File: config.mk
export PLATFORM = sky130hd
export DESIGN_NAME = bws_merge
export DESIGN_NICKNAME = d
export VERILOG_FILES = /design/src/rtl/bws_pkg.sv /design/src/rtl/bws_merge.sv
export SDC_FILE = /design/constraint.sdc
export NUM_CORES = 1
export LEC_CHECK = 0
export BUFFER_PORTS_ARGS = -buffer_cell sky130_fd_sc_hd__buf_2
export CAP_MARGIN = 20
export CORE_ASPECT_RATIO = 0.8
export CORE_MARGIN = 2
export CORE_UTILIZATION = 30
export DETAILED_ROUTE_END_ITERATION = 10
export PLACE_DENSITY_LB_ADDON = 0.3
export SLEW_MARGIN = 15
export SYNTH_ARGS = -nofsm -noshare
export SYNTH_HDL_FRONTEND = slang
export SYNTH_SLANG_ARGS = --single-unit
export TNS_END_PERCENT = 100
File: constraint.sdc
create_clock -name i_clk -period 1.6 [get_ports i_clk]
set_input_delay 0.32 -clock i_clk [delete_from_list [all_inputs] [get_ports i_clk]]
set_output_delay 0.32 -clock i_clk [all_outputs]
set_load 0.1 [all_outputs]
File: src/rtl/bws_pkg.sv
// bilinear window sampler: shared types, sizes and grid constants
// no dependencies; used by the lane, merge and top-level modules of the block
package bws_pkg;

    // window and grid geometry
    localparam int WINDOW_SIZE = 8;
    localparam int LANES       = WINDOW_SIZE - 1;
    localparam int HALF_OFF    = WINDOW_SIZE / 2 - 1;
    localparam int GRID_WIDTH  = 64;
    localparam int GRID_HEIGHT = 48;

    // fixed point layout
    localparam int SAMPLE_W = 16;
    localparam int FRAC_W   = 6;
    localparam int WEIGHT_W = 2 * FRAC_W + 1;
    localparam int PROD_W   = WEIGHT_W + 1 + SAMPLE_W;
    localparam int ACC_W    = PROD_W + 2;
    localparam int CELL_W   = 12;
    localparam int COL_W    = $clog2(WINDOW_SIZE);
    localparam int ROUND_SH = 2 * FRAC_W;

    typedef logic signed [SAMPLE_W-1:0] t_sample;
    typedef logic [COL_W-1:0]           t_col;

    // four bilinear weights, Q.12, they sum to one
    typedef struct packed {
        logic [WEIGHT_W-1:0] w0;
        logic [WEIGHT_W-1:0] w1;
        logic [WEIGHT_W-1:0] w2;
        logic [WEIGHT_W-1:0] w3;
    } t_weights;

    // stage strobes from the sequencer to the lanes
    typedef struct packed {
        logic mul_en;
        logic sum_en;
    } t_lane_ctrl;

    // status of the result serializer back to the sequencer
    typedef struct packed {
        logic final_load;
    } t_merge_stat;

    // sequencer states
    typedef enum logic [3:0] {
        S_IDLE = 4'b0001,
        S_MUL  = 4'b0010,
        S_SUM  = 4'b0100,
        S_EMIT = 4'b1000
    } t_state;

endpackage

File: src/rtl/bws_merge.sv
// bilinear window sampler: merges the lane results into one result stream
// depends on bws_pkg
module bws_merge (
    input  logic                   i_clk,
    input  logic                   i_rst_n,
    input  logic                   i_start,
    input  bws_pkg::t_col          i_row,
    input  bws_pkg::t_sample       i_res [bws_pkg::LANES],
    input  logic                   i_out_stall,
    output logic                   o_out_valid,
    output bws_pkg::t_sample       o_value,
    output bws_pkg::t_col          o_out_row,
    output bws_pkg::t_col          o_out_col,
    output logic                   o_last,
    output bws_pkg::t_merge_stat   o_stat
);

    localparam bws_pkg::t_col LAST_COL = bws_pkg::COL_W'(bws_pkg::LANES - 1);

    logic             r_pend;
    bws_pkg::t_col    r_col;
    logic             r_valid;
    bws_pkg::t_sample r_value;
    bws_pkg::t_col    r_orow;
    bws_pkg::t_col    r_ocol;
    logic             r_last;
    logic             load;

    // next column moves into the output register when it is free or drains
    assign load = r_pend && (!r_valid || !i_out_stall);

    // serializer control
    always_ff @(posedge i_clk) begin
        if (!i_rst_n) begin
            r_pend  <= 1'b0;
            r_col   <= '0;
            r_valid <= 1'b0;
        end else begin
            if (i_start) begin
                r_pend <= 1'b1;
                r_col  <= '0;
            end else if (load) begin
                if (r_col == LAST_COL) begin
                    r_pend <= 1'b0;
                end
                r_col <= r_col + 1'b1;
            end
            if (load) begin
                r_valid <= 1'b1;
            end else if (r_valid && !i_out_stall) begin
                r_valid <= 1'b0;
            end
        end
    end

    // output payload register
    always_ff @(posedge i_clk) begin
        if (load) begin
            r_value <= i_res[r_col];
            r_orow  <= i_row;
            r_ocol  <= r_col;
            r_last  <= (r_col == LAST_COL);
        end
    end

    assign o_out_valid       = r_valid;
    assign o_value           = r_value;
    assign o_out_row         = r_orow;
    assign o_out_col         = r_ocol;
    assign o_last            = r_last;
    assign o_stat.final_load = load && (r_col == LAST_COL);

endmodule

==> results.toml <==
[route]
wl_per_cell_um = 15.6
highest_layer = "met4"
wl_met3_um = 317
drc = 0
wl_mm = 5.89
viasPerCell = 4.76
wl_met2_mm = 2.89
ant_nets = 0
vias = 1795
drt-initial-drc-count = 41
drtPass1Iterations = 4
met1_length_mm = 2.61

[synthesis]
synth-edff-count = 23
synth_cell_types = 30
synth_xor_area_frac = 0.00439
synth_top_family_by_area = "multiplexers"
syn_area_um2 = 1990
synth_top_area_share = 0.347
synthTopCellsByArea = "edfxtp_1, mux2i_1, a221oi_2"
synth_fa_ha_area_frac = 0.0126
syn_avg_cell_area_um2 = 13.7
synthArstFlopShare = 0
synth_warnings = 0
syn_inst = 145
syn_nets = 266
synthFlopType = "edfxtp_1"
synthSimpleGateAreaFrac = 0.0345
ys_ff_latch = 28
seq_area_frac_synth = 0.397
yosys.area.top_type = "edfxtp_1"
synth.area.mux_share = 0.266
synth-compound-area-share = 0.227

[clock_tree]
cts_htree_levels = 1
cts_buffers = 3
clk_latency_ns = 0.27
clockBufferDepth = 2
clock_sinks = 28
clockRootBuffer = "clkbuf_8"
tritoncts = "built"
path_clk_slew_ns = 0.09

[sta]
timing.final.ws_setup_ns = -0.0473
maxSlewViolCount = 0
worst_pin_slew_ns = 0.511
finalClockSkew_ns = 0.00415
slew_headroom = 0.661
final_hold_viol_count = 0
rsz0062_at_grt = "true"
finalSetupViolations = 1
layout_min_cycle_time_ns = 1.65
fmax_ghz = 0.607
min_period_over_period = 1.03

[die]
die_h_um = 76.9
die_w_um = 95.1
fp.coreArea_um2 = 6410
io_pins = 144
start_util = 0.311
num_rows = 26
die_area_um2 = 7320

[place]
io_buffers = 143
place.gp.congestion = 0.760
hpwl_mm = 4.74
placed_area_um2 = 2850
place_inst = 370

[status]
violations = "negative setup slack"
outcome = "finished, violations left"

[setup_path]
crit_fanout = 2
start_kind = "flop"
cp.required_ns = 1.28
cp-end-kind = "output port"
arrival_ns = 1.33
setup.worst_path.class = "reg2out"

[layout]
fin_area_um2 = 2990
layoutNonFillerInstCount = 377
drive_above_1_share = 0.727
syn_to_final_growth_pct = 50.2
final_util = 0.467
n_antenna_cell = 0
nets = 415

[global_route]
grt_pass1_wl_mm = 8.86
grt_pass1_vias = 1802
grt_max_degree = 33
globalRouteOverflowTotal = 0
antenna_found_initial = 0
gr-usage-all-layers = 0.154

[power]
ir_worst_vdd_v = 0.000349
p_leak_uw = 0.00126
powerDensity_nw_per_um2 = 676

[worst_hold_path]
hold_path_class = "in2reg"

[job]
maxCapViolCount = 0
[kinds of logic after synthesis]
| family | Yosys count |
|---|---|
| flip-flops | 28 |
| multiplexers | 48 |
| AO/OA/AOI/OAI | 38 |
| buffers and inverters | 16 |
| XOR/XNOR | 1 |
| adder cells (fa/ha/maj) | 2 |
| AND/OR/NAND/NOR | 12 |
[worst paths after layout]
| kind | start | end | slack, ns | cells after the start |
|---|---|---|---|---|
| worst min-delay path | i_row[1] | o_out_row[1] | 0.22 | 1 |
| worst min register to register | r_pend | o_out_valid | 0.48 | 2 |
| worst max-delay path | r_col[1] | o_stat | -0.05 | 5 |
| worst max register to register | r_col[1] | o_value[2] | 0.02 | 4 |
[per-stage QoR]
| stage | setup slack [ns] | hold WS (ns) | setup TNS, ns | total power, uW |
|---|---|---|---|---|
| after CTS | -0.0588 | 0.216 | -0.0588 | 2040 |
| final | -0.0473 | 0.224 | -0.0473 | 2020 |
| after detailed placement | -0.0635 | 0.463 | -0.106 | 1640 |
| after global placement | -0.0494 | 0.463 | -0.0955 | 1640 |
| after global routing | -0.0958 | 0.207 | -0.269 | 2120 |
| after floorplan | -0.204 | 0.419 | -0.204 | 1410 |
[cell usage after synthesis, drive strengths merged (2+ instances only)]
master,count
a221oi,32
dfxtp,5
edfxtp,23
ha,2
mux2i,32
nand2,2
nor2,3
inv,3
a21boi,2
mux2,16
and2,2
buf,12
[registers in the layout, indices dropped and copies added (netlist names)]
name / cells
r_pend: 1
o_out_col: 3
r_col: 3
o_out_row: 3
o_out_valid: 1
o_value: 16
o_last: 1
[layout make-up]
class / count / area, um2
clock buffer: 3 / 41.3
clock inverter: 1 / 3.75
fill: 624 / 3420
inverter: 3 / 11.3
multi-input combinational: 101 / 1170
sequential: 28 / 800
tap: 84 / 105
timing repair buffer: 157 / 865
[where the power goes]
part | switching [uW] | internal [uW]
combinational | 499 | 279
sequential | 15.3 | 845
clock | 212 | 172
total | 726 | 1300
[routing by layer]
| metal | GRT usage | vias up |
|---|---|---|
| met2 | 0.249 | 65 |
| li1 | - | 904 |
| met1 | 0.214 | 818 |
| met4 | 0.0304 | 0 |
| met5 | 0 | - |
| met3 | 0.0305 | 8 |
[layout by cell type, fill, tap and decap left out, drive strengths merged, types with 3 or more instances in the layout]
master,count
mux2,16
clkbuf,3
nor2,3
buf,157
a221oi,32
edfxtp,23
inv,3
mux2i,32
dfxtp,5
[what timing repair did]
| item | 4_1_cts | 5_1_grt |
|---|---|---|
| gates resized for setup | 8 | 5 |
| cloned | 0 | 0 |
| setup buffers | 2 | 1 |
| setup endpoints to repair | 4 | 7 |
| hold buffers | 0 | 0 |
[worst max-delay path, stage by stage (launching register included)]
cell and delay (ns):
dfxtp_2 0.35, buf_6 0.12, ha_4 0.14, and2_4 0.15
and2_4 0.14, buf_12 0.16
Power figures use the tool's default switching activity.
