[src/rtl/bws_pkg.sv]
// bilinear window sampler: shared types, sizes and grid constants
// no dependencies; used by the lane, merge and top-level modules of the block
package bws_pkg;

    // window and grid geometry
    localparam int WINDOW_SIZE = 8;
    localparam int LANES       = WINDOW_SIZE - 1;
    localparam int HALF_OFF    = WINDOW_SIZE / 2 - 1;
    localparam int GRID_WIDTH  = 64;
    localparam int GRID_HEIGHT = 48;

    // fixed point layout
    localparam int SAMPLE_W = 16;
    localparam int FRAC_W   = 6;
    localparam int WEIGHT_W = 2 * FRAC_W + 1;
    localparam int PROD_W   = WEIGHT_W + 1 + SAMPLE_W;
    localparam int ACC_W    = PROD_W + 2;
    localparam int CELL_W   = 12;
    localparam int COL_W    = $clog2(WINDOW_SIZE);
    localparam int ROUND_SH = 2 * FRAC_W;

    typedef logic signed [SAMPLE_W-1:0] t_sample;
    typedef logic [COL_W-1:0]           t_col;

    // four bilinear weights, Q.12, they sum to one
    typedef struct packed {
        logic [WEIGHT_W-1:0] w0;
        logic [WEIGHT_W-1:0] w1;
        logic [WEIGHT_W-1:0] w2;
        logic [WEIGHT_W-1:0] w3;
    } t_weights;

    // stage strobes from the sequencer to the lanes
    typedef struct packed {
        logic mul_en;
        logic sum_en;
    } t_lane_ctrl;

    // status of the result serializer back to the sequencer
    typedef struct packed {
        logic final_load;
    } t_merge_stat;

    // sequencer states
    typedef enum logic [3:0] {
        S_IDLE = 4'b0001,
        S_MUL  = 4'b0010,
        S_SUM  = 4'b0100,
        S_EMIT = 4'b1000
    } t_state;

endpackage

[src/rtl/bws_lane.sv]
// bilinear window sampler: one interpolation lane (2x2 weighted sum)
// depends on bws_pkg
module bws_lane (
    input  logic                   i_clk,
    input  bws_pkg::t_lane_ctrl    i_ctrl,
    input  bws_pkg::t_weights      i_w,
    input  bws_pkg::t_sample       i_prev_a,
    input  bws_pkg::t_sample       i_prev_b,
    input  bws_pkg::t_sample       i_cur_a,
    input  bws_pkg::t_sample       i_cur_b,
    output bws_pkg::t_sample       o_value
);

    logic signed [bws_pkg::PROD_W-1:0] r_p0, r_p1, r_p2, r_p3;
    logic signed [bws_pkg::ACC_W-1:0]  acc;
    logic signed [bws_pkg::ACC_W-1:0]  rnd;
    logic signed [bws_pkg::ACC_W-1:0]  quo;
    bws_pkg::t_sample                  n_value;
    bws_pkg::t_sample                  r_value;

    // product stage, one multiplier per term
    always_ff @(posedge i_clk) begin
        if (i_ctrl.mul_en) begin
            r_p0 <= $signed({1'b0, i_w.w0}) * i_prev_a;
            r_p1 <= $signed({1'b0, i_w.w1}) * i_prev_b;
            r_p2 <= $signed({1'b0, i_w.w2}) * i_cur_a;
            r_p3 <= $signed({1'b0, i_w.w3}) * i_cur_b;
        end
    end

    // add, round half up, saturate
    always_comb begin
        acc = bws_pkg::ACC_W'(r_p0) + bws_pkg::ACC_W'(r_p1)
            + bws_pkg::ACC_W'(r_p2) + bws_pkg::ACC_W'(r_p3);
        rnd = acc + bws_pkg::ACC_W'(2048);
        quo = rnd >>> bws_pkg::ROUND_SH;
        if (quo > bws_pkg::ACC_W'(32767)) begin
            n_value = 16'sh7FFF;
        end else if (quo < -(bws_pkg::ACC_W'(32768))) begin
            n_value = 16'sh8000;
        end else begin
            n_value = quo[bws_pkg::SAMPLE_W-1:0];
        end
    end

    always_ff @(posedge i_clk) begin
        if (i_ctrl.sum_en) begin
            r_value <= n_value;
        end
    end

    assign o_value = r_value;

endmodule

[config.mk]
export PLATFORM = sky130hd
export DESIGN_NAME = bws_lane
export DESIGN_NICKNAME = d
export VERILOG_FILES = /design/src/rtl/bws_pkg.sv /design/src/rtl/bws_lane.sv
export SDC_FILE = /design/constraint.sdc
export NUM_CORES = 2
export LEC_CHECK = 0
export ABC_AREA = 1
export BUFFER_PORTS_ARGS = -buffer_cell sky130_fd_sc_hd__buf_2
export CAP_MARGIN = 30
export CORE_MARGIN = 4
export CORE_UTILIZATION = 61
export DETAILED_ROUTE_END_ITERATION = 10
export PLACE_DENSITY = 0.86
export REMOVE_ABC_BUFFERS = 1
export SLEW_MARGIN = 10
export SYNTH_ARGS = -nofsm -noshare
export SYNTH_HDL_FRONTEND = slang
export SYNTH_SLANG_ARGS = --single-unit
[constraint.sdc]
create_clock -name i_clk -period 11.35 [get_ports i_clk]
set_input_delay 0 -clock i_clk [delete_from_list [all_inputs] [get_ports i_clk]]
set_output_delay 0 -clock i_clk [all_outputs]
set_load 0.01 [all_outputs]
==> parameters.txt <==
Parameter                              Value

Run status
  Run status    finished clean

Routing
  Vias/cell    5.34
  Total number of vias    31700
  Detailed Routing Iterations Pass 1    6
  Wire per inst    16.4 um
  Post-Route WL    97400 um
  Count of antenna-violating nets left after detailed routing    0
  Number of DRC violations after detailed-routing iteration 0    2229
  Final routed DRC violation total    0

Synth
  Share of flip-flops with an asynchronous set or reset    0
  Simple-gate area share of the yosys netlist    0.140
  Most instantiated library cell after synthesis    sky130_fd_sc_hd__inv_1
  Commonest cells post-synth    sky130_fd_sc_hd__inv_1 (1595), sky130_fd_sc_hd__nand2_1 (1213), sky130_fd_sc_hd__fa_1 (868)
  Portion of synthesized cell area occupied by the leading cell type    0.420
  Main combinational cell family by area after synthesis    adder cells
  Main area contributors after synthesis    sky130_fd_sc_hd__fa_1 (42%), sky130_fd_sc_hd__inv_1 (14%), sky130_fd_sc_hd__nand2_1 (11%)
  Top_reg_cell synth    sky130_fd_sc_hd__edfxtp_1
  Count of flip-flops with a built-in enable after synthesis    136
  Warnings from Yosys    0
  Syn Area/Cell    8.17 um2
  Count of state elements after synthesis    136
  Area of the mapped netlist    41300 um2
  Post-synthesis compound-gate area fraction    0.0409
  Mapped Cells    5056
  Sequential cell area fraction in the yosys report    0.0988
  Adder-Cell Fraction of Synth Area    0.527
  Synth area leader    sky130_fd_sc_hd__fa_1
  Post-synthesis mux area share    0
  Xor-xnor portion of the synthesized cell area    0.0316
  Library cells used by synthesis    44

Setup path
  Crit path max fanout    16
  Count of cells along the worst register-to-register path    17
  Critical path launch point type    input port
  Critical register-to-register path startpoint    r_p0[18]
  Crit path cell chain    buf_2 > nand2_1 > fa_1 > inv_1 > fa_1 > fa_1 > fa_1 > fa_1 > inv_1 > fa_1 > inv_1 > ha_1 > nand2_1 > nor4_1 > nand4_1 > nand3_1 > nand2_1 > nand2_1 > xor2_1
  Crit-path leading delay family    adder cells
  Cell repeated most along the worst path    sky130_fd_sc_hd__fa_1
  CP Data Required Time    11620 ps
  Critical R2R Capture    o_value[14]
  Maximum cell stage delay along the critical path    780 ps
  Crit end category    flip-flop
  Buffer and inverter count on the worst path    4
  WP data arrival    5840 ps
  Setup slack of the worst register-to-register path    7440 ps
  Critical Path Slowest Stage Cell    sky130_fd_sc_hd__fa_1
  Category of the critical setup timing path    in2reg

STA
  Count of final hold-check violations    0
  Final setup violation count    0
  Worst rel slew slack    0.454
  Fin Setup TNS    0 ps
  Worst Tran Pin Value    817 ps
  Portion of the clock cycle consumed by the worst path in the final layout    0.491
  Achievable clock frequency    180 MHz
  Setup slack of the critical path after layout    5780 ps
  RSZ-0062 raised after global routing    no
  Final count of pins violating max slew    0
  Maximum clock skew at final layout    9.31 ps
  Final critical-path required period    5570 ps

Global routing
  Largest net degree at the start of global routing    69
  GRT overflow    0
  Initial antenna violation count    1
  First-pass GRT wire length    164000 um
  All-layer global routing usage    0.284
  Vias in the first global route    34100

Clocking
  Buffer cell driving the clock tree root    sky130_fd_sc_hd__clkbuf_16
  TritonCTS Sinks    136
  Clock slew at the register clock pins of the worst setup and hold paths    60 ps
  Clk buf depth    2
  Number of post-CTS setup repair buffers    0
  Number of levels in the clock H-tree    4
  Clock buffer count from CTS    17
  Clock latency on the worst-skew pair    430 ps
  Clock tree from TritonCTS    yes

Place
  IO Port Bufs    134
  RePlAce Congestion    0.931
  HPWL after DPL    83000 um
  Worst slack, placed    5420 ps
  # placed instances    5892

Floorplanning
  Placeable core region    67200 um2
  Die width    268 um
  Die Y-Extent    268 um
  Total number of placement rows    95
  Count of pins on the block boundary    135
  Starting density of the core    0.615
  Area of the die    72000 um2

Min path
  WHS Path Cells    1
  Class of the tightest hold or removal check    in2reg
  End of the worst hold path    r_p3[0]
  Critical hold path startpoint    i_ctrl[1]

Final layout
  Area used by multi-input combinational logic    30600 um2
  Final nets    6379
  Number of filler cells placed in the layout    5415
  Area used by sequential logic in the layout    4080 um2
  Area overhead of the layout relative to synthesis    4.19%
  Share of cells above drive strength 1    0.0372
  Post-route insts no fill    5926

Flow run
  Number of max-cap violations    0
==> per-layer routing <==
layer	GRT usage	share of wire	vias to the layer above
li1	-	-	14400
met2	0.488	0.50	1282
met4	0.107	0.040	0
met3	0.0380	0.070	335
met5	0	0	-
met1	0.373	0.39	15600
==> flip-flops by register name, summed over array words and instances (netlist names) <==
register / cells
r_p3: 30
r_p1: 30
r_p2: 30
o_value: 16
r_p0: 30
==> timing repair <==
action,4_1_cts,5_1_grt
hold endpoints to repair,16,0
hold buffers,1,0
gates resized for setup,0,0
setup endpoints to repair,0,0
==> kinds of logic after synthesis <==
family          Yosys count
simple gates           1473
flops                   136
xor+xnor                149
compound gates          306
buf+inv                1771
fa+ha+maj              1221
==> per-stage QoR <==
step,hold WS (ps),utilization,cell area [um2]
floorplan,112,-,40700
global placement,409,0.632,42400
detailed placement,411,0.632,42500
CTS,44.5,0.641,43100
global route,53.3,0.641,43100
finish,48.0,0.641,43100
==> placed cells by master (no fill, tap or decap), types with 18 or more instances in the layout <==
cell type,n
sky130_fd_sc_hd__nand3_1,70
sky130_fd_sc_hd__a21oi_1,159
sky130_fd_sc_hd__nand4_1,19
sky130_fd_sc_hd__o21ai_0,71
sky130_fd_sc_hd__nor3_1,21
sky130_fd_sc_hd__nor2_1,120
sky130_fd_sc_hd__inv_1,1595
sky130_fd_sc_hd__ha_1,353
sky130_fd_sc_hd__nand2_1,1213
sky130_fd_sc_hd__edfxtp_1,136
sky130_fd_sc_hd__buf_2,133
sky130_fd_sc_hd__fa_1,868
sky130_fd_sc_hd__xnor2_1,58
sky130_fd_sc_hd__a31oi_1,18
sky130_fd_sc_hd__xor2_1,91
==> final cells by class <==
type                       count  area share
sequential                   136      0.0948
clock inverter                15     0.00369
timing repair buffer         137      0.0167
clock buffer                  17     0.00988
inverter                    1598       0.139
antenna                        1   0.0000581
tap                          873      0.0254
multi-input combinational   3149       0.710
==> worst max-delay path by stage <==
stage                 start        to  depth (start not counted)
2_1_floorplan  i_prev_a[15]  r_p0[27]                         17
3_3_place_gp        i_w[41]  r_p0[25]                         19
3_5_place_dp        i_w[41]  r_p0[25]                         19
4_1_cts             i_w[41]  r_p0[25]                         19
5_1_grt             i_w[41]  r_p0[25]                         19
6_report            i_w[41]  r_p0[25]                         19
Power is not shown: default switching activity piles up to over one toggle a cycle in this logic, so the estimate is an artifact.
